**src/design/lqs_pkg.sv**
```systemverilog
// Types and constants shared by the linear queue with search.
`timescale 1ns / 1ps

package lqs_pkg;

  localparam int unsigned DATA_W      = 32;
  localparam int unsigned SLOT_W      = 3;
  localparam int unsigned QUEUE_DEPTH = 8;
  localparam int unsigned CMDQ_DEPTH  = 2;

  typedef enum logic [1:0] {
    CMD_PUSH    = 2'd0,
    CMD_POP     = 2'd1,
    CMD_DISPLAY = 2'd2,
    CMD_MODIFY  = 2'd3
  } command_e;

  typedef enum logic [1:0] {
    STATUS_OK        = 2'd0,
    STATUS_FULL      = 2'd1,
    STATUS_EMPTY     = 2'd2,
    STATUS_NOT_FOUND = 2'd3
  } status_e;

  typedef enum logic [1:0] {
    S_IDLE,
    S_POP,
    S_DISP,
    S_MOD
  } back_state_e;

  typedef struct packed {
    command_e                   op;
    logic signed [DATA_W-1:0]   data_value;
    logic signed [DATA_W-1:0]   match_value;
  } cmd_t;

endpackage

```
**src/design/lqs_if.sv**
```systemverilog
// Valid/ready channel interfaces for the command input and the result output.
`timescale 1ns / 1ps

interface lqs_in_if;
  logic               valid;
  logic               ready;
  logic [1:0]         command;
  logic signed [31:0] data_value;
  logic signed [31:0] match_value;

  modport source (output valid, output command, output data_value, output match_value,
                  input ready);
  modport sink   (input valid, input command, input data_value, input match_value,
                  output ready);
endinterface

interface lqs_out_if;
  logic               valid;
  logic               ready;
  logic [1:0]         status;
  logic signed [31:0] value;
  logic [2:0]         slot_index;
  logic               last;

  modport source (output valid, output status, output value, output slot_index,
                  output last, input ready);
  modport sink   (input valid, input status, input value, input slot_index,
                  input last, output ready);
endinterface

```
**src/design/lqs_ram.sv**
```systemverilog
// Generic single-write, single-read RAM with registered read data.
`timescale 1ns / 1ps

module lqs_ram #(
  parameter int unsigned WIDTH = 32,
  parameter int unsigned DEPTH = 8
) (
  input  logic                     clk_i,
  input  logic                     we_i,
  input  logic [$clog2(DEPTH)-1:0] waddr_i,
  input  logic [WIDTH-1:0]         wdata_i,
  input  logic                     re_i,
  input  logic [$clog2(DEPTH)-1:0] raddr_i,
  output logic [WIDTH-1:0]         rdata_o
);

  logic [WIDTH-1:0] mem_q [DEPTH];
  logic [WIDTH-1:0] rdata_q;

  always_ff @(posedge clk_i) begin
    if (we_i) begin
      mem_q[waddr_i] <= wdata_i;
    end
    // Read data holds while no read is issued.
    if (re_i) begin
      rdata_q <= mem_q[raddr_i];
    end
  end

  assign rdata_o = rdata_q;

endmodule

```
**src/design/lqs_front.sv**
```systemverilog
// Front end: accepts input transactions, decodes the command and queues them.
`timescale 1ns / 1ps

module lqs_front (
  input  logic          clk_i,
  input  logic          rst_ni,
  lqs_in_if.sink        in_i,
  output logic          cmd_valid_o,
  output lqs_pkg::cmd_t cmd_o,
  input  logic          cmd_take_i
);

  import lqs_pkg::*;

  localparam int unsigned PTR_W = (CMDQ_DEPTH > 1) ? $clog2(CMDQ_DEPTH) : 1;
  localparam int unsigned CNT_W = $clog2(CMDQ_DEPTH + 1);

  cmd_t             fifo_q [CMDQ_DEPTH];
  logic [PTR_W-1:0] wr_ptr_q, wr_ptr_d;
  logic [PTR_W-1:0] rd_ptr_q, rd_ptr_d;
  logic [CNT_W-1:0] count_q, count_d;
  logic             push, pop;
  cmd_t             entry;

  assign in_i.ready  = (count_q != CNT_W'(CMDQ_DEPTH));
  assign push        = in_i.valid && in_i.ready;
  assign pop         = cmd_take_i && cmd_valid_o;
  assign cmd_valid_o = (count_q != '0);
  assign cmd_o       = fifo_q[rd_ptr_q];

  always_comb begin
    entry.op          = command_e'(in_i.command);
    entry.data_value  = in_i.data_value;
    entry.match_value = in_i.match_value;
  end

  always_comb begin
    wr_ptr_d = wr_ptr_q;
    rd_ptr_d = rd_ptr_q;
    count_d  = count_q;
    if (push) begin
      wr_ptr_d = (wr_ptr_q == PTR_W'(CMDQ_DEPTH - 1)) ? '0 : wr_ptr_q + PTR_W'(1);
    end
    if (pop) begin
      rd_ptr_d = (rd_ptr_q == PTR_W'(CMDQ_DEPTH - 1)) ? '0 : rd_ptr_q + PTR_W'(1);
    end
    if (push && !pop) begin
      count_d = count_q + CNT_W'(1);
    end else if (pop && !push) begin
      count_d = count_q - CNT_W'(1);
    end
  end

  always_ff @(posedge clk_i or negedge rst_ni) begin
    if (!rst_ni) begin
      wr_ptr_q <= '0;
      rd_ptr_q <= '0;
      count_q  <= '0;
    end else begin
      wr_ptr_q <= wr_ptr_d;
      rd_ptr_q <= rd_ptr_d;
      count_q  <= count_d;
    end
  end

  always_ff @(posedge clk_i) begin
    if (push) begin
      fifo_q[wr_ptr_q] <= entry;
    end
  end

endmodule

```
**src/design/lqs_back.sv**
```systemverilog
// Back end: executes queued commands against the entry memory and registers results.
`timescale 1ns / 1ps

module lqs_back (
  input  logic          clk_i,
  input  logic          rst_ni,
  input  logic          cmd_valid_i,
  input  lqs_pkg::cmd_t cmd_i,
  output logic          cmd_take_o,
  lqs_out_if.source     out_o
);

  import lqs_pkg::*;

  localparam int unsigned PTR_W = $clog2(QUEUE_DEPTH);
  localparam logic [PTR_W-1:0] LAST_SLOT = PTR_W'(QUEUE_DEPTH - 1);

  back_state_e state_q, state_d;
  logic [PTR_W-1:0] head_q, head_d;
  logic [PTR_W-1:0] tail_q, tail_d;
  logic             empty_q, empty_d;
  logic [PTR_W-1:0] idx_q, idx_d;
  cmd_t             act_q, act_d;

  logic              ram_we, ram_re;
  logic [PTR_W-1:0]  ram_waddr, ram_raddr;
  logic [DATA_W-1:0] ram_wdata, ram_rdata;

  logic              load_ok;
  logic              at_tail;
  logic              hit;
  logic              emit;
  status_e           e_status;
  logic [DATA_W-1:0] e_value;
  logic [SLOT_W-1:0] e_slot;
  logic              e_last;

  logic              out_valid_q;
  status_e           out_status_q;
  logic [DATA_W-1:0] out_value_q;
  logic [SLOT_W-1:0] out_slot_q;
  logic              out_last_q;

  lqs_ram #(
    .WIDTH (DATA_W),
    .DEPTH (QUEUE_DEPTH)
  ) u_ram (
    .clk_i   (clk_i),
    .we_i    (ram_we),
    .waddr_i (ram_waddr),
    .wdata_i (ram_wdata),
    .re_i    (ram_re),
    .raddr_i (ram_raddr),
    .rdata_o (ram_rdata)
  );

  // The result register can take a new result when it is empty or being drained.
  assign load_ok = !out_valid_q || out_o.ready;
  assign at_tail = (idx_q == tail_q);
  assign hit     = (ram_rdata == act_q.match_value);

  // Next state.
  always_comb begin
    state_d = state_q;
    case (state_q)
      S_IDLE: begin
        if (cmd_valid_i && load_ok && !empty_q) begin
          case (cmd_i.op)
            CMD_POP:     state_d = S_POP;
            CMD_DISPLAY: state_d = S_DISP;
            CMD_MODIFY:  state_d = S_MOD;
            default:     state_d = S_IDLE;
          endcase
        end
      end
      S_POP: begin
        if (load_ok) begin
          state_d = S_IDLE;
        end
      end
      S_DISP: begin
        if (load_ok && at_tail) begin
          state_d = S_IDLE;
        end
      end
      S_MOD: begin
        if (load_ok && (hit || at_tail)) begin
          state_d = S_IDLE;
        end
      end
      default: state_d = S_IDLE;
    endcase
  end

  // Datapath control and result generation.
  always_comb begin
    cmd_take_o = 1'b0;
    ram_we     = 1'b0;
    ram_waddr  = idx_q;
    ram_wdata  = act_q.data_value;
    ram_re     = 1'b0;
    ram_raddr  = idx_q;
    emit       = 1'b0;
    e_status   = STATUS_OK;
    e_value    = '0;
    e_slot     = '0;
    e_last     = 1'b1;
    head_d     = head_q;
    tail_d     = tail_q;
    empty_d    = empty_q;
    idx_d      = idx_q;
    act_d      = act_q;
    case (state_q)
      S_IDLE: begin
        if (cmd_valid_i && load_ok) begin
          cmd_take_o = 1'b1;
          act_d      = cmd_i;
          case (cmd_i.op)
            CMD_PUSH: begin
              emit = 1'b1;
              if (!empty_q && tail_q == LAST_SLOT) begin
                e_status = STATUS_FULL;
              end else begin
                ram_we    = 1'b1;
                ram_waddr = empty_q ? '0 : tail_q + PTR_W'(1);
                ram_wdata = cmd_i.data_value;
                tail_d    = ram_waddr;
                if (empty_q) begin
                  head_d = '0;
                end
                empty_d = 1'b0;
              end
            end
            default: begin
              if (empty_q) begin
                emit     = 1'b1;
                e_status = STATUS_EMPTY;
              end else begin
                ram_re    = 1'b1;
                ram_raddr = head_q;
                idx_d     = head_q;
              end
            end
          endcase
        end
      end
      S_POP: begin
        if (load_ok) begin
          emit    = 1'b1;
          e_value = ram_rdata;
          if (head_q == tail_q) begin
            head_d  = '0;
            tail_d  = '0;
            empty_d = 1'b1;
          end else begin
            head_d = head_q + PTR_W'(1);
          end
        end
      end
      S_DISP: begin
        if (load_ok) begin
          emit    = 1'b1;
          e_value = ram_rdata;
          e_slot  = SLOT_W'(idx_q);
          e_last  = at_tail;
          if (!at_tail) begin
            idx_d     = idx_q + PTR_W'(1);
            ram_re    = 1'b1;
            ram_raddr = idx_q + PTR_W'(1);
          end
        end
      end
      S_MOD: begin
        if (hit) begin
          if (load_ok) begin
            ram_we = 1'b1;
            emit   = 1'b1;
            e_slot = SLOT_W'(idx_q);
          end
        end else if (at_tail) begin
          if (load_ok) begin
            emit     = 1'b1;
            e_status = STATUS_NOT_FOUND;
          end
        end else begin
          idx_d     = idx_q + PTR_W'(1);
          ram_re    = 1'b1;
          ram_raddr = idx_q + PTR_W'(1);
        end
      end
      default: begin
      end
    endcase
  end

  always_ff @(posedge clk_i or negedge rst_ni) begin
    if (!rst_ni) begin
      state_q     <= S_IDLE;
      head_q      <= '0;
      tail_q      <= '0;
      empty_q     <= 1'b1;
      idx_q       <= '0;
      out_valid_q <= 1'b0;
    end else begin
      state_q <= state_d;
      head_q  <= head_d;
      tail_q  <= tail_d;
      empty_q <= empty_d;
      idx_q   <= idx_d;
      if (emit) begin
        out_valid_q <= 1'b1;
      end else if (out_o.ready) begin
        out_valid_q <= 1'b0;
      end
    end
  end

  always_ff @(posedge clk_i) begin
    act_q <= act_d;
    if (emit) begin
      out_status_q <= e_status;
      out_value_q  <= e_value;
      out_slot_q   <= e_slot;
      out_last_q   <= e_last;
    end
  end

  assign out_o.valid      = out_valid_q;
  assign out_o.status     = out_status_q;
  assign out_o.value      = out_value_q;
  assign out_o.slot_index = out_slot_q;
  assign out_o.last       = out_last_q;

endmodule

```
**src/design/linear_queue_with_search.sv**
```systemverilog
// Top level of the linear queue with push, pop, display and modify-first-match.
`timescale 1ns / 1ps

// A push, and any command rejected as full or empty, has its result registered in the
// cycle it is taken. A pop reads the head entry and returns it; a display returns the
// held entries from the head; a modify examines entries from the head until the first
// match (all of them if none matches). The entry memory has a single read port with
// registered read data and returns one entry per cycle, for a display only while
// results can be taken. Commands wait in a two-entry queue in front of the execution
// unit and each result sits in an output register, so inputs are still accepted while
// a result is stalled, until that queue fills. Freed slots are reused only after the
// queue empties; it reports full once the tail reaches the last of its eight slots.
module linear_queue_with_search (
  input  logic      clk_i,
  input  logic      rst_ni,
  lqs_in_if.sink    in_i,
  lqs_out_if.source out_o
);

  import lqs_pkg::*;

  logic cmd_valid;
  logic cmd_take;
  cmd_t cmd;

  lqs_front u_front (
    .clk_i       (clk_i),
    .rst_ni      (rst_ni),
    .in_i        (in_i),
    .cmd_valid_o (cmd_valid),
    .cmd_o       (cmd),
    .cmd_take_i  (cmd_take)
  );

  lqs_back u_back (
    .clk_i       (clk_i),
    .rst_ni      (rst_ni),
    .cmd_valid_i (cmd_valid),
    .cmd_i       (cmd),
    .cmd_take_o  (cmd_take),
    .out_o       (out_o)
  );

endmodule

```
**src/flat_wrapper.sv**
```systemverilog
// flat-port wrapper written by rule: the top's interface ports become plain ports
module linear_queue_with_search_flat import lqs_pkg::*;
  (clk_i, rst_ni, in_i_valid, in_i_command, in_i_data_value, in_i_match_value, in_i_ready, out_o_valid, out_o_status, out_o_value, out_o_slot_index, out_o_last, out_o_ready);
  lqs_in_if in_i_i ();
  lqs_out_if out_o_i ();
  input  logic clk_i;
  input  logic rst_ni;
  input wire logic [$bits(in_i_i.valid)-1:0] in_i_valid;
  input wire logic [$bits(in_i_i.command)-1:0] in_i_command;
  input wire logic [$bits(in_i_i.data_value)-1:0] in_i_data_value;
  input wire logic [$bits(in_i_i.match_value)-1:0] in_i_match_value;
  output wire logic [$bits(in_i_i.ready)-1:0] in_i_ready;
  output wire logic [$bits(out_o_i.valid)-1:0] out_o_valid;
  output wire logic [$bits(out_o_i.status)-1:0] out_o_status;
  output wire logic [$bits(out_o_i.value)-1:0] out_o_value;
  output wire logic [$bits(out_o_i.slot_index)-1:0] out_o_slot_index;
  output wire logic [$bits(out_o_i.last)-1:0] out_o_last;
  input wire logic [$bits(out_o_i.ready)-1:0] out_o_ready;
  assign in_i_i.valid = in_i_valid;
  assign in_i_i.command = in_i_command;
  assign in_i_i.data_value = in_i_data_value;
  assign in_i_i.match_value = in_i_match_value;
  assign in_i_ready = in_i_i.ready;
  assign out_o_valid = out_o_i.valid;
  assign out_o_status = out_o_i.status;
  assign out_o_value = out_o_i.value;
  assign out_o_slot_index = out_o_i.slot_index;
  assign out_o_last = out_o_i.last;
  assign out_o_i.ready = out_o_ready;
  linear_queue_with_search u_core (.clk_i(clk_i), .rst_ni(rst_ni), .in_i(in_i_i), .out_o(out_o_i));
endmodule
```
**config.mk**
```make
export PLATFORM = sky130hd
export DESIGN_NAME = linear_queue_with_search_flat
export DESIGN_NICKNAME = d
export VERILOG_FILES = /design/src/design/lqs_pkg.sv /design/src/design/lqs_if.sv /design/src/design/lqs_ram.sv /design/src/design/lqs_front.sv /design/src/design/lqs_back.sv /design/src/design/linear_queue_with_search.sv /design/src/flat_wrapper.sv
export SDC_FILE = /design/constraint.sdc
export NUM_CORES = 1
export LEC_CHECK = 0
export ABC_AREA = 1
export BUFFER_PORTS_ARGS = -buffer_cell sky130_fd_sc_hd__buf_4
export CORE_UTILIZATION = 55
export CTS_CLUSTER_DIAMETER = 50
export DETAILED_ROUTE_END_ITERATION = 8
export HOLD_SLACK_MARGIN = 0.15
export PLACE_DENSITY = 0.75
export SYNTH_ARGS = -nofsm -noshare
export SYNTH_HDL_FRONTEND = slang
export SYNTH_SLANG_ARGS = --single-unit
export TNS_END_PERCENT = 10
```
**constraint.sdc**
```tcl
create_clock -name clk_i -period 7.2 [get_ports clk_i]
set_input_delay 0.36 -clock clk_i [delete_from_list [all_inputs] [get_ports clk_i]]
set_output_delay 0.36 -clock clk_i [all_outputs]
set_load 0.1 [all_outputs]
```
## After elaboration in Yosys (flattened, before gate mapping)

Memory sizes are Yosys's and may differ from the RTL's. A register that Yosys moved wholly into a read port is not among the register bits.
Index checks and enable logic that the tools add are counted.

- Register bits: 119
- Bits in writable memories: 388
- Input port bits: 70
- Output and inout port bits: 40
- Logic and storage cells: 155
- Memories kept: 2

Memories:

| name | depth | width | rd ports | clocked after memory_dff | wr ports | RTL line | text |
|---|---|---|---|---|---|---|---|
| u_core.u_back.u_ram.mem_q | 8 | 32 | 1 | 1 | 1 | lqs_ram.sv:17 | `logic [WIDTH-1:0] mem_q [DEPTH];` |
| u_core.u_front.fifo_q | 2 | 66 | 1 | 0 | 1 | lqs_front.sv:18 | `cmd_t fifo_q [CMDQ_DEPTH];` |

- Add/subtract/negate cells: 7
- Equality and inequality tests: 20
- Multiplexer cells: 83
- Reductions and logical operators: 28

Operators by type and width:

| operator | number |
|---|---|
| $mux 32 | 4 |
| $mux 3 | 24 |
| $eq 32x32->1 | 1 |
| $mux 1 | 32 |
| $mux 2 | 12 |
| $ne 2x2->1 const B | 9 |
| $pmux 3 s2 | 3 |
| $reduce_and 6->1 | 2 |
| $add 3x1->3 const B | 3 |
| $logic_and 1x1->1 | 9 |
| $pmux 3 s3 | 1 |
| $eq 2x2->1 const B | 4 |
| $pmux 2 s4 | 1 |
| $reduce_bool 2->1 | 4 |
| $eq 3x3->1 | 2 |
| $pmux 1 s3 | 2 |
| $pmux 2 s3 | 1 |
| $reduce_and 2->1 | 3 |
| $eq 2x1->1 const B | 2 |
| $logic_not 1->1 | 4 |
| $logic_not 2->1 | 2 |
| $pmux 1 s2 | 2 |
| $pmux 2 s2 | 1 |
| $reduce_and 4->1 | 1 |
| 7 further kinds | 9 |

## Longest topological paths before layout

Gate-level depths: netlist of the first run.

- Word-level depth: 9
- Mapped depth: 19
- Depth with buffers taken out: 17

## Modules after synthesis

From an unflattened synthesis of the first run, not the netlist that was laid out.

- Cell total of the unflattened synthesis: 2026
- Area total of the unflattened synthesis: 22663.0 µm²

By module, submodules not included:

| module | times used | cells an instance | area an instance (µm²) | sequential area each (µm²) |
|---|---|---|---|---|
| lqs_ram | 1 | 1156 | 12192.9 | 8648.3 |
| lqs_back | 1 | 496 | 5434.0 | 3389.5 |
| lqs_front | 1 | 374 | 5036.1 | 4063.9 |

## Least setup slack after synthesis of the first run

OpenSTA, ideal clock, no wires.

- Path type: register to register
- Start point: register u_core.u_back.out_valid_q, in the netlist u_core.u_back.out_o.valid
- End point: memory u_core.u_back.u_ram.mem_q[7][0], enable pin
- Setup time: 0.421 ns
- Data arrival time: 6.164 ns
- Required time: 6.779 ns
- Setup slack: 0.615 ns
- Cell stages (with the launch flop): 12
- Buffers on the path: 0
- Clock period less this slack: 6.585 ns
- Cell sequence: dfrtp_1 nand2_1 o21ai_1 nor2_1 inv_2 nor2_1 nand2_1 inv_1 nand3_1 o21ai_0 nand2_1 nor2_1

- Word-level cells in the longest chain between the ends: 7
- Elaborated cells between the ends (all ways): 11
- Classes of those cells: mux: 8; reduce/logical: 3

Ends and longest elaborated chain:

| element | RTL line | text |
|---|---|---|
| start, declared | lqs_back.sv:38 | `logic out_valid_q;` |
| start signal, assigned | lqs_back.sv:203 | `out_valid_q <= 1'b0;` |
| start signal, assigned | lqs_back.sv:211 | `out_valid_q <= 1'b1;` |
| start signal, assigned | lqs_back.sv:213 | `out_valid_q <= 1'b0;` |
| $logic_not 1->1 (*) | lqs_back.sv:58 | `assign load_ok = !out_valid_q \|\| out_o.ready;` |
| $logic_or 1x1->1 (*) | lqs_back.sv:58 |  |
| $mux 1 / $logic_and 1x1->1 (equally long branches) | lqs_back.sv:175, lqs_back.sv:115 |  |
| $mux 1, on equally long branches | lqs_back.sv:174, lqs_back.sv:115 |  |
| $pmux 1 s2 | lqs_back.sv:113 | `case (state_q)` |
| $mux 1 | lqs_ram.sv:21 | `if (we_i) begin` |
| $mux 1 (implied by the code) | lqs_ram.sv:22 | `mem_q[waddr_i] <= wdata_i;` |
| end, declared | lqs_ram.sv:17 |  |

Every way passes the cells marked *; elsewhere a longest branch is shown, timed or not.

## Worst setup path after layout of the first run

- Start point: register u_core.u_back.state_q[1]
- End point: memory u_core.u_back.u_ram.mem_q[1][9], enable pin

- Word-level cells in the longest chain between the ends: 4
- Elaborated cells between the ends (all ways): 6
- Classes of those cells: eq/ne: 1; mux: 4; reduce/logical: 1

Ends and longest elaborated chain:

| element | RTL line | text |
|---|---|---|
| start, declared | lqs_back.sv:18 | `back_state_e state_q, state_d;` |
| start signal, assigned | lqs_back.sv:205 | `state_q <= state_d;` |
| $eq 2x2->1 / $logic_not 2->1 (equally long branches) | lqs_back.sv:113 |  |
| $pmux 1 s2 | lqs_back.sv:113 |  |
| $mux 1 | lqs_ram.sv:21 |  |
| $mux 1 (implied by the code) | lqs_ram.sv:22 |  |

Several ways; a longest one is shown, not always the timed one.

==> summary.md, run 1 <==
| Metric | Value |
|---|---|
| Status | `finished, final reports clean` |
| Cts repair resizes | `0` |
| Worst R2R Start | `u_core.u_back.state_q[1]` |
| Ratio of cells with drive above 1 in the final layout | `about a tenth` |
| Vias in the first global route | `between 10,000 and 15,000` |
| Total number of vias | `about 15,000` |
| Max Clock Skew | `0.01702 ns` |
| Worst-path clk slew | `0.06 ns` |
| Io pins | `110` |
| Initial antenna violation count | `0` |
| Vias/cell | `approximately 5.3` |
| Placed cell count | `around 2,600` |
| Post-synthesis sequential area ratio | `70.70%` |
| Critical path arrival | `between 4 and 5 ns` |
| CP bufs+invs | `6` |
| Core area | `between 40,000 and 50,000 sq um` |
| WL per Instance | `18.33 microns` |
| Synthesized cell area | `about 23,000 sq um` |
| Clk root buf | `clkbuf_16` |
| CP peak stage delay | `~0.90 ns` |
| Post-route clock period utilization | `around 63%` |
| Setup crit end kind | `flop` |
| Final Hold Viols | `0` |
| Post-DP HPWL | `between 20 and 30 mm` |
| DR pass1 iterations | `6` |
| CTS H-Tree Depth | `2` |
| Post-CTS Setup Bufs | `0` |
| #FFs+latches synth | `about 540` |
| Non-filler cells, final | `between 2,000 and 3,000` |
| Top_reg_cell synth | `edfxtp_1` |
| Net count after synthesis | `between 2,000 and 2,500` |
| Count of mapped cells out of synthesis | `roughly 2,000` |
| Total of max-cap violations | `0` |
| Min cycle time layout | `about 4.5 ns` |
| Worst-Margin Slew | `~1.2 ns` |
| Reg-to-reg slack, setup | `around 2.7 ns` |
| Synthesis-to-layout area growth | `16.67%` |
| RSZ-0062 raised after global routing | `false` |
| Post-synth EDFFs | `between 500 and 600` |
| Largest net degree at the start of global routing | `just over 100` |
| Clock latency on the worst-skew pair | `~0.61 ns` |
| Worst Setup SP | `u_core.u_back.state_q[1]` |
| CP Max Fanout | `70` |
| Num CTS Buffers | `56` |
| Routability congestion estimate | `a little over 0.9` |
| Remaining DRCs | `0` |
| Max Slew Vio Count | `0` |
| N_diodes | `0` |
| CTS Sinks | `approximately 540` |
| CP Cell Sequence | `inv_1, ha_1, inv_1, nor2_4, inv_2, nor2_1, nand2_1, inv_2, buf_4, nand2_1, o21ai_0, nand2_1, nor2_2, buf_4` |
| Startpoint Class | `flop` |
| Worst path top cell family by delay | `simple AND/OR/NAND/NOR gates` |
| Max Root-Sink Buffers | `3` |
| Type of the worst setup path | `flop to flop` |
| Core Rows | `74` |
| CP most frequent cell | `nand2_1` |
| DR iter-0 viols | `1,197` |
| YS warnings | `0` |
| Hold slack | `between 0.15 and 0.2 ns` |
| Worst path required time | `7.48 ns` |
| Port Buffer Count | `between 100 and 150` |
| Fmax achieved | `~220 MHz` |
| Setup Viol. Count Final | `0` |
| Final wirelength | `about 50 mm` |
| Most common cell after layout, fill and taps aside | `nand2_1` |
| CTS tree | `yes` |
| Hold Path Class | `input pin to asynchronous set/reset pin` |
| Die Ht | `roughly 200 microns` |
| Initial Util | `a little under three fifths` |
| Setup TNS | `0 ns` |
| Netlist cell types | `32` |
| CP max stage cell | `nor2_2` |
| Total GRT Usage | `between 20% and 30%` |
| Final Util | `about two thirds` |
| Most frequent cells in the layout | `724 x nand2_1, 522 x edfxtp_1, 232 x inv_1` |
| First-pass GRT wire length | `78.09 mm` |
| Rel. slew slack | `about 22%` |
| Syn avg cell area | `~11 sq um` |
| CTS hold repair buffers | `67` |
| Remaining antenna violation count | `0` |
| Die width | `about 210 microns` |
| Die area | `42,230 sq um` |
| Total grt overflow | `0` |
| Async S/R FF share, synth | `approximately 3.2%` |
| Nets | `roughly 2,300` |
## cells by family (layout without fill, tap and decap cells)
group,after synthesis,in the layout,synth area share (%)
xor gates and xnor gates,32,32,1.231
and+or+nand+nor,1059,1059,19.73
adders and majority gates,10,10,0.5494
DFF,539,539,70.70
buffers and inverters,327,530,5.884
AOI/OAI and AO/OA,72,72,1.906
## stage by stage
step | worst slack [ns] | instance area (sq um)
after floorplan | 0.6148 | 22770
after global placement | 2.909 | 24050
after detailed placement | 2.626 | 24050
after CTS | 2.637 | 26570
after global routing | 2.200 | 26570
final | 2.659 | 26570
## layer usage
metal  track usage, %  share of wire (%)  vias to the layer above
met2            41.87                 50                      511
met4            8.413                2.9                        0
li1                 -                  -                     7054
met3            3.864                6.0                      100
met1            31.81                 41                     7075
met5                0                  0                        -
## final timing paths
| check | endpoint | cells after the start |
|---|---|---|
| worst min register to register | u_core.u_back.act_q[7] | 2 |
| worst max register to register | u_core.u_back.u_ram.mem_q[1][9] | 14 |
| min in group clk_i | u_core.u_front.wr_ptr_q | 5 |
| worst min-delay path | u_core.u_back.head_q[2] | 2 |
| worst max-delay path | u_core.u_back.u_ram.mem_q[1][9] | 14 |
| max in group asynchronous | u_core.u_back.empty_q | 2 |
## sequential cells by signal, indices dropped and copies added (netlist names), 32 cells and up
signal,cells
u_core.u_back.act_q,64
u_core.u_back.u_ram.rdata_o,32
u_core.u_back.out_o.value,32
u_core.u_front.fifo_q,132
u_core.u_back.u_ram.mem_q,256
## final cells by class
| type | count | area, sq um |
|---|---|---|
| tap | 532 | 665.6 |
| clock buffer | 70 | 1484 |
| sequential | 539 | 16100 |
| timing repair buffer | 192 | 1609 |
| multi-input combinational | 1173 | 5451 |
| inverter | 238 | 893.4 |
| clock inverter | 30 | 365.4 |
| fill | 2858 | 14260 |
## worst register-to-register path, cell delays in order, from the launching register on
cell and delay (ns):
dfrtp_1 0.42, inv_1 0.12, ha_1 0.28, inv_1 0.17, nor2_4 0.31, inv_2 0.07, nor2_1 0.18, nand2_1 0.13
inv_2 0.06, buf_4 0.53, nand2_1 0.14, o21ai_0 0.19, nand2_1 0.29, nor2_2 0.90, buf_4 0.43
## synthesized netlist by cell type, types with 2 or more instances
cell	count	area share, %
nand2_2	2	0.055
dfrtp_1	16	1.8
edfxtp_1	522	69
nand4_1	2	0.055
o211ai_1	2	0.066
buf_2	36	0.79
buf_4	16	0.53
o21ai_0	16	0.35
nand2_1	727	12
xor2_1	3	0.12
nand3_1	115	2.5
a21oi_1	9	0.20
nor2_1	116	1.9
xnor2_1	29	1.1
o31ai_1	2	0.066
buf_1	10	0.16
o21ai_1	2	0.044
a31oi_1	32	0.88
inv_1	233	3.8
clkbuf_1	26	0.43
inv_2	4	0.066
ha_1	10	0.55
nand3b_1	97	3.2
o22ai_1	4	0.11
Power of run 1 is not shown: default switching activity piles up to over one toggle a cycle in this logic, so the estimate is an artifact.
==> inputs of run 2 (changes only) <==
PLACE_DENSITY = 0.77   (was 0.75)
clock period = 3.7 ns   (was 7.2 ns; I/O delays follow)
==> run 2 against run 1 <==
  * Via count rose by 1.6%
  * Clock-buffer cell count shrank 4
  * Final cell count up 0.72%
  * Critical path depth down 2
  * Clock skew increased by 0.0067 ns
  * Sequential cell count unchanged
  * Largest cell class unchanged
==> summary.md, run 2 (same netlist as run 1, synthesis figures left out) <==
| Metric | Value |
|---|---|
| Post-DP HPWL | `30.90 mm (was 29.78 mm)` |
| Core Rows | `74 (unchanged)` |
| WL per Instance | `18.46 microns (was 18.33 microns)` |
| Remaining DRCs | `0 (unchanged)` |
| Die area | `42,230 sq um (unchanged)` |
| Clock latency on the worst-skew pair | `0.61 ns (about the same)` |
| N_diodes | `0 (unchanged)` |
| Worst Setup SP | `u_core.u_back.act_q[15] (was u_core.u_back.state_q[1])` |
| Remaining antenna violation count | `0 (unchanged)` |
| CTS H-Tree Depth | `2 (unchanged)` |
| Io pins | `110 (unchanged)` |
| Post-CTS Setup Bufs | `0 (unchanged)` |
| Total grt overflow | `0 (unchanged)` |
| Core area | `40,830 sq um (unchanged)` |
| Top flop regs | `u_core.u_back.u_ram.mem_q (256), u_core.u_front.fifo_q (132), u_core.u_back.act_q (64) (unchanged)` |
| Max Clock Skew | `0.02377 ns (was 0.01702 ns)` |
| Most frequent cells in the layout | `723 x nand2_1, 522 x edfxtp_1, 232 x inv_1 (was 724 x nand2_1, 522 x edfxtp_1, 232 x inv_1)` |
| CP peak stage delay | `0.46 ns (was 0.90 ns)` |
| CTS Sinks | `539 (unchanged)` |
| DR pass1 iterations | `7 (was 6)` |
| Type of the worst setup path | `flop to flop (unchanged)` |
| Total of max-cap violations | `0 (unchanged)` |
| Num CTS Buffers | `53 (was 56)` |
| Final wirelength | `51.58 mm (was 50.84 mm)` |
| Total number of vias | `14,980 (was 14,740)` |
| Worst-path clk slew | `0.06 ns (about the same)` |
| HP Start | `in_i_data_value[17]` |
| Worst path required time | `3.94 ns (was 7.48 ns)` |
| Max FFs per register | `256 (unchanged)` |
| Synthesis-to-layout area growth | `17.04% (was 16.67%)` |
| RSZ-0062 raised after global routing | `false (unchanged)` |
| Fmax achieved | `287.8 MHz (was 220.2 MHz)` |
| Most common cell after layout, fill and taps aside | `nand2_1 (unchanged)` |
| Post-route clock period utilization | `93.90% (was 63.07%)` |
| First-pass GRT wire length | `79.43 mm (was 78.09 mm)` |
| Startpoint Class | `flop (unchanged)` |
| Die width | `205.5 microns (unchanged)` |
| Setup Viol. Count Final | `0 (unchanged)` |
| Initial antenna violation count | `0 (unchanged)` |
| Nets | `2,301 (was 2,280)` |
| Status | `finished, final reports clean (unchanged)` |
| Register with the most flip-flops | `u_core.u_back.u_ram.mem_q (unchanged)` |
| Clk root buf | `clkbuf_16 (unchanged)` |
| CP Max Fanout | `32 (was 70)` |
| Vias/cell | `5.360 (was 5.314)` |
| Worst-Margin Slew | `0.9888 ns (was 1.170 ns)` |
| Ratio of cells with drive above 1 in the final layout | `10.79% (was 10.48%)` |
| Reg-to-reg slack, setup | `0.23 ns (was 2.66 ns)` |
| Port Buffer Count | `109 (unchanged)` |
| Die Ht | `205.5 microns (unchanged)` |
| Setup crit end kind | `flop (unchanged)` |
| Total GRT Usage | `24.85% (was 24.48%)` |
| Critical path arrival | `3.71 ns (was 4.83 ns)` |
| Max Slew Vio Count | `0 (unchanged)` |
| CTS tree | `yes (unchanged)` |
| Setup TNS | `0 ns (unchanged)` |
| CP most frequent cell | `nand2_1 (unchanged)` |
| CP max stage cell | `buf_4 (was nor2_2)` |
| Vias in the first global route | `14,730 (was 14,410)` |
| Min cycle time layout | `3.474 ns (was 4.541 ns)` |
| Final Hold Viols | `0 (unchanged)` |
| CP Cell Sequence | `xnor2_1, nand2_1, nor2_1, nand2_1, nor2_1, nand2_1, nor2_1, nand2_1, a21oi_1, nand2_1, nor2_2, buf_4 (was inv_1, ha_1, inv_1, nor2_4, inv_2, nor2_1, nand2_1, inv_2, buf_4, nand2_1, o21ai_0, nand2_1, nor2_2, buf_4)` |
| Hold Path Class | `input pin to flop (was input pin to asynchronous set/reset pin)` |
| Fillcell total | `2,901 (was 2,858)` |
| DR iter-0 viols | `1,359 (was 1,197)` |
| Max Root-Sink Buffers | `3 (unchanged)` |
| Rel. slew slack | `34.08% (was 21.81%)` |
| Routability congestion estimate | `0.9542 (was 0.9278)` |
| Largest net degree at the start of global routing | `129 (was 102)` |
| Initial Util | `55.78% (unchanged)` |
| Worst R2R Start | `u_core.u_back.act_q[15] (was u_core.u_back.state_q[1])` |
==> run 2: cell types whose count changed in the layout (fill, tap and decap cells not counted), moves of 3 or more <==
| cell | change |
|---|---|
| dlygate4sd3_1 | +4 |
| buf_4 | +8 |
| clkbuf_8 | -3 |
| clkinv_1 | +9 |
| buf_12 | +12 |
| clkbuf_16 | -3 |
| clkinv_4 | -3 |
| nor2_4 | -4 |
| nor2_2 | +5 |
| bufinv_16 | -6 |
==> run 2: routing by layer <==
| metal | vias up | share of wire [%] | GRT usage (%) |
|---|---|---|---|
| li1 | 7088 | - | - |
| met1 | 7164 | 40 | 31.71 |
| met2 | 598 | 50 | 41.57 |
| met3 | 125 | 6.9 | 4.514 |
| met4 | 0 | 3.9 | 10.98 |
| met5 | - | 0 | 0 |
==> run 2: worst max-delay path, delay by kind of cell (launching register included) <==
| family | cells | cell delay, ns |
|---|---|---|
| AOI/OAI and AO/OA | 1 | 0.27 |
| xor gates and xnor gates | 1 | 0.45 |
| buffers and inverters | 1 | 0.46 |
| DFF | 1 | 0.42 |
| and+or+nand+nor | 9 | 1.45 |
==> run 2: what timing repair did <==
action,CTS,global route
hold endpoints to repair,151,0
hold buffers,71,0
resized for setup,0,1
endpoints found under the setup margin,0,128
==> run 2: final timing paths <==
path	end	cells past startpoint
min reg2reg	u_core.u_front.count_q[0]	1
max reg2reg	u_core.u_back.u_ram.mem_q[0][10]	12
min	u_core.u_front.fifo_q[0][49]	2
min in group asynchronous	u_core.u_back.empty_q	3
max	u_core.u_back.u_ram.mem_q[0][10]	12
max in group asynchronous	u_core.u_back.out_o.valid	4
==> run 2: area by class of cell <==
class | instances | area, sq um | share of cell area (%)
Inverter | 238 | 893.4 | 3.351
Clock buffer | 66 | 1375 | 5.159
Timing Repair Buffer | 216 | 1949 | 7.313
Multi-Input combinational cell | 1173 | 5444 | 20.42
Clock inverter | 30 | 221.5 | 0.8308
Sequential cell | 539 | 16110 | 60.43
Tap cell | 532 | 665.6 | 2.497
==> run 2: metrics by stage <==
step                hold WS (ns)  worst slack, ns  util (%)  instances  cell area (sq um)
floorplan                -0.1106          -0.9088         -       2039              22830
global placement         0.06744           0.2325     59.61       2627              24340
detailed placement       0.07348           0.1906     59.61       2627              24340
CTS                       0.2765           0.1718     65.26       2794              26650
global route              0.2725          0.05464     65.28       2794              26660
finish                    0.2958           0.2258     65.28       2794              26660
Power of run 2 is left out for the same reason.
==> inputs of run 3 (changes only) <==
CELL_PAD_IN_SITES_DETAIL_PLACEMENT = 1   (was not set)
CELL_PAD_IN_SITES_GLOBAL_PLACEMENT = 2   (was not set)
CORE_UTILIZATION = 45   (was 55)
PLACE_DENSITY = 0.87   (was 0.77)
clock period = 4.3 ns   (was 3.7 ns; I/O delays follow)
==> run 3 against run 2 <==
  * Final cell count increased by 5.4%
  * Sequential cell count unchanged
  * Die area up 22%
  * Highest routed layer unchanged
  * Critical path depth up 3
  * First-iteration DRC count fell by 14%
  * Setup slack improved by 0.69 ns
  * Non-clock buffer count shrank 1
  * Worst hold slack gained 0.028 ns
  * Critical endpoint is now u_core.u_back.u_ram.rdata_o[24]
  * Core utilization is 11 points lower
  * Clock skew decreased by 0.0023 ns
  * Wire length rose by 21%
  * Sequential share of layout area shrank 0.80 points
==> summary.md, run 3 (same netlist as run 1, synthesis figures left out) <==
| Metric | Value |
|---|---|
| Worst R2R Start | `u_core.u_back.u_ram.rdata_o[13] (was u_core.u_back.act_q[15])` |
| Port Buffer Count | `109 (unchanged)` |
| Die area | `51,510 sq um (was 42,230 sq um)` |
| Max Clock Skew | `0.02149 ns (was 0.02377 ns)` |
| Worst-Margin Slew | `1.023 ns (was 0.9888 ns)` |
| Io pins | `110 (unchanged)` |
| DR pass1 iterations | `5 (was 7)` |
| Fmax achieved | `295.4 MHz (was 287.8 MHz)` |
| Num CTS Buffers | `58 (was 53)` |
| Vias/cell | `5.185 (was 5.360)` |
| Worst-path clk slew | `0.06 ns (about the same)` |
| Status | `finished, final reports clean (unchanged)` |
| N_diodes | `0 (unchanged)` |
| Remaining antenna violation count | `0 (unchanged)` |
| Worst Setup SP | `u_core.u_back.u_ram.rdata_o[13] (was u_core.u_back.act_q[15])` |
| Worst R2R End | `u_core.u_back.u_ram.rdata_o[24] (was u_core.u_back.u_ram.mem_q[0][10])` |
| Core area | `50,070 sq um (was 40,830 sq um)` |
| Post-route clock period utilization | `78.73% (was 93.90%)` |
| CTS H-Tree Depth | `2 (unchanged)` |
| CTS Sinks | `539 (unchanged)` |
| RSZ-0062 raised after global routing | `false (unchanged)` |
| Most frequent cells in the layout | `724 x nand2_1, 522 x edfxtp_1, 232 x inv_1 (was 723 x nand2_1, 522 x edfxtp_1, 232 x inv_1)` |
| Clk root buf | `clkbuf_16 (unchanged)` |
| Max Slew Vio Count | `0 (unchanged)` |
| Reg2reg path depth | `15 (was 12)` |
| Type of the worst setup path | `flop to flop (unchanged)` |
| Synthesis-to-layout area growth | `18.59% (was 17.04%)` |
| Area of the multi-input gates | `5416 sq um (was 5444 sq um)` |
| Remaining DRCs | `0 (unchanged)` |
| CP Max Fanout | `52 (was 32)` |
| Core Rows | `82 (was 74)` |
| Min cycle time layout | `3.385 ns (was 3.474 ns)` |
| Most common cell after layout, fill and taps aside | `nand2_1 (unchanged)` |
| Pre-CTS setup slack | `0.8971 ns (was 0.1906 ns)` |
| Die Ht | `227.0 microns (was 205.5 microns)` |
| Initial Util | `45.49% (was 55.78%)` |
| Ratio of cells with drive above 1 in the final layout | `11.22% (was 10.79%)` |
| Setup crit end kind | `flop (unchanged)` |
| Top flop regs | `u_core.u_back.u_ram.mem_q (256), u_core.u_front.fifo_q (132), u_core.u_back.act_q (64) (unchanged)` |
| Final Hold Viols | `0 (unchanged)` |
| Max Root-Sink Buffers | `3 (unchanged)` |
| Final wirelength | `62.35 mm (was 51.58 mm)` |
| Setup crit end | `u_core.u_back.u_ram.rdata_o[24] (was u_core.u_back.u_ram.mem_q[0][10])` |
| Critical path arrival | `3.70 ns (was 3.71 ns)` |
| Clock latency on the worst-skew pair | `0.62 ns (was 0.61 ns)` |
| Post-DP HPWL | `36.90 mm (was 30.90 mm)` |
| Die width | `227.0 microns (was 205.5 microns)` |
| Fillcell total | `5,331 (was 2,901)` |
| Initial antenna violation count | `0 (unchanged)` |
| Nets | `2,305 (was 2,301)` |
| Largest net degree at the start of global routing | `129 (unchanged)` |
| Hold Path Class | `input pin to flop (unchanged)` |
| Total number of vias | `15,260 (was 14,980)` |
| Setup WS post-layout | `0.9146 ns (was 0.2258 ns)` |
| Post-CTS Setup Bufs | `0 (unchanged)` |
| Setup Viol. Count Final | `0 (unchanged)` |
| First-pass GRT wire length | `94.56 mm (was 79.43 mm)` |
| Final Util | `53.94% (was 65.28%)` |
| Reg-to-reg slack, setup | `0.91 ns (was 0.23 ns)` |
| Post-DP Area | `24,470 sq um (was 24,340 sq um)` |
| Total GRT Usage | `24.76% (was 24.85%)` |
| Register with the most flip-flops | `u_core.u_back.u_ram.mem_q (unchanged)` |
| Max FFs per register | `256 (unchanged)` |
| CTS tree | `yes (unchanged)` |
| Total grt overflow | `0 (unchanged)` |
| Routability congestion estimate | `0.8217 (was 0.9542)` |
| Total of max-cap violations | `0 (unchanged)` |
| FF/Latch Area | `16,100 sq um (was 16,110 sq um)` |
| Worst path required time | `4.62 ns (was 3.94 ns)` |
| Vias in the first global route | `16,440 (was 14,730)` |
| WL per Instance | `21.18 microns (was 18.46 microns)` |
| DR iter-0 viols | `1,169 (was 1,359)` |
| Design area | `27,010 sq um (was 26,660 sq um)` |
| Startpoint Class | `flop (unchanged)` |
| Rel. slew slack | `31.64% (was 34.08%)` |
## run 3: layer usage
metal	global-route usage (%)	vias to the layer above	wire length (microns)	share of wire, %
met5	0	-	0	0
met4	9.612	0	2152	3.5
met3	2.839	111	2212	3.5
met2	43.04	327	31620	51
met1	31.78	7722	26370	42
li1	-	7104	-	-
## run 3: metrics by stage
step / hold WS [ns] / setup TNS, ns / instances
after floorplan: -0.08059 / -151.24 / 2039
after global placement: 0.1077 / 0 / 2766
after detailed placement: 0.1138 / 0 / 2766
after CTS: 0.2888 / 0 / 2944
after global routing: 0.3145 / 0 / 2944
final: 0.3234 / 0 / 2944
## run 3: worst min path at each step
| stage | startpoint | to | slack, ns | cells past startpoint |
|---|---|---|---|---|
| 2_1_floorplan | rst_ni | u_core.u_back.head_q[0] | -0.08 | 0 |
| 3_3_place_gp | rst_ni | u_core.u_back.head_q[2] | 0.11 | 1 |
| 3_5_place_dp | rst_ni | u_core.u_back.head_q[2] | 0.11 | 1 |
| 4_1_cts | in_i_data_value[14] | u_core.u_front.fifo_q[0][46] | 0.29 | 2 |
| 5_1_grt | in_i_match_value[21] | u_core.u_front.fifo_q[1][21] | 0.31 | 2 |
| 6_report | in_i_data_value[14] | u_core.u_front.fifo_q[0][46] | 0.32 | 2 |
## run 3: worst max-delay path, stage by stage, from the launching register on
cell and delay, ns:
edfxtp_1 0.51, xnor2_1 0.27, nand2_1 0.09, nor2_1 0.13, nand2_1 0.08, nor2_1 0.27, nand2_1 0.23, nand3_1 0.17
nand3_4 0.11, nand2_4 0.35, buf_12 0.32, nand2_1 0.08, nand2_1 0.07, nand2_1 0.06, nand3_1 0.12, nand2_1 0.18
## run 3: final cells by class
type | instances | area share [%]
clock buffer | 73 | 5.661
sequential | 539 | 59.62
timing repair buffer | 215 | 7.144
clock inverter | 34 | 1.093
inverter | 238 | 3.308
multi-input combinational | 1173 | 20.06
tap | 672 | 3.113
## run 3: timing repair
item,4_1_cts,5_1_grt
endpoints found under the hold margin,151,0
hold buffers,71,0
gates resized for setup,0,0
endpoints found under the setup margin,0,0
Power of run 3 is left out for the same reason.
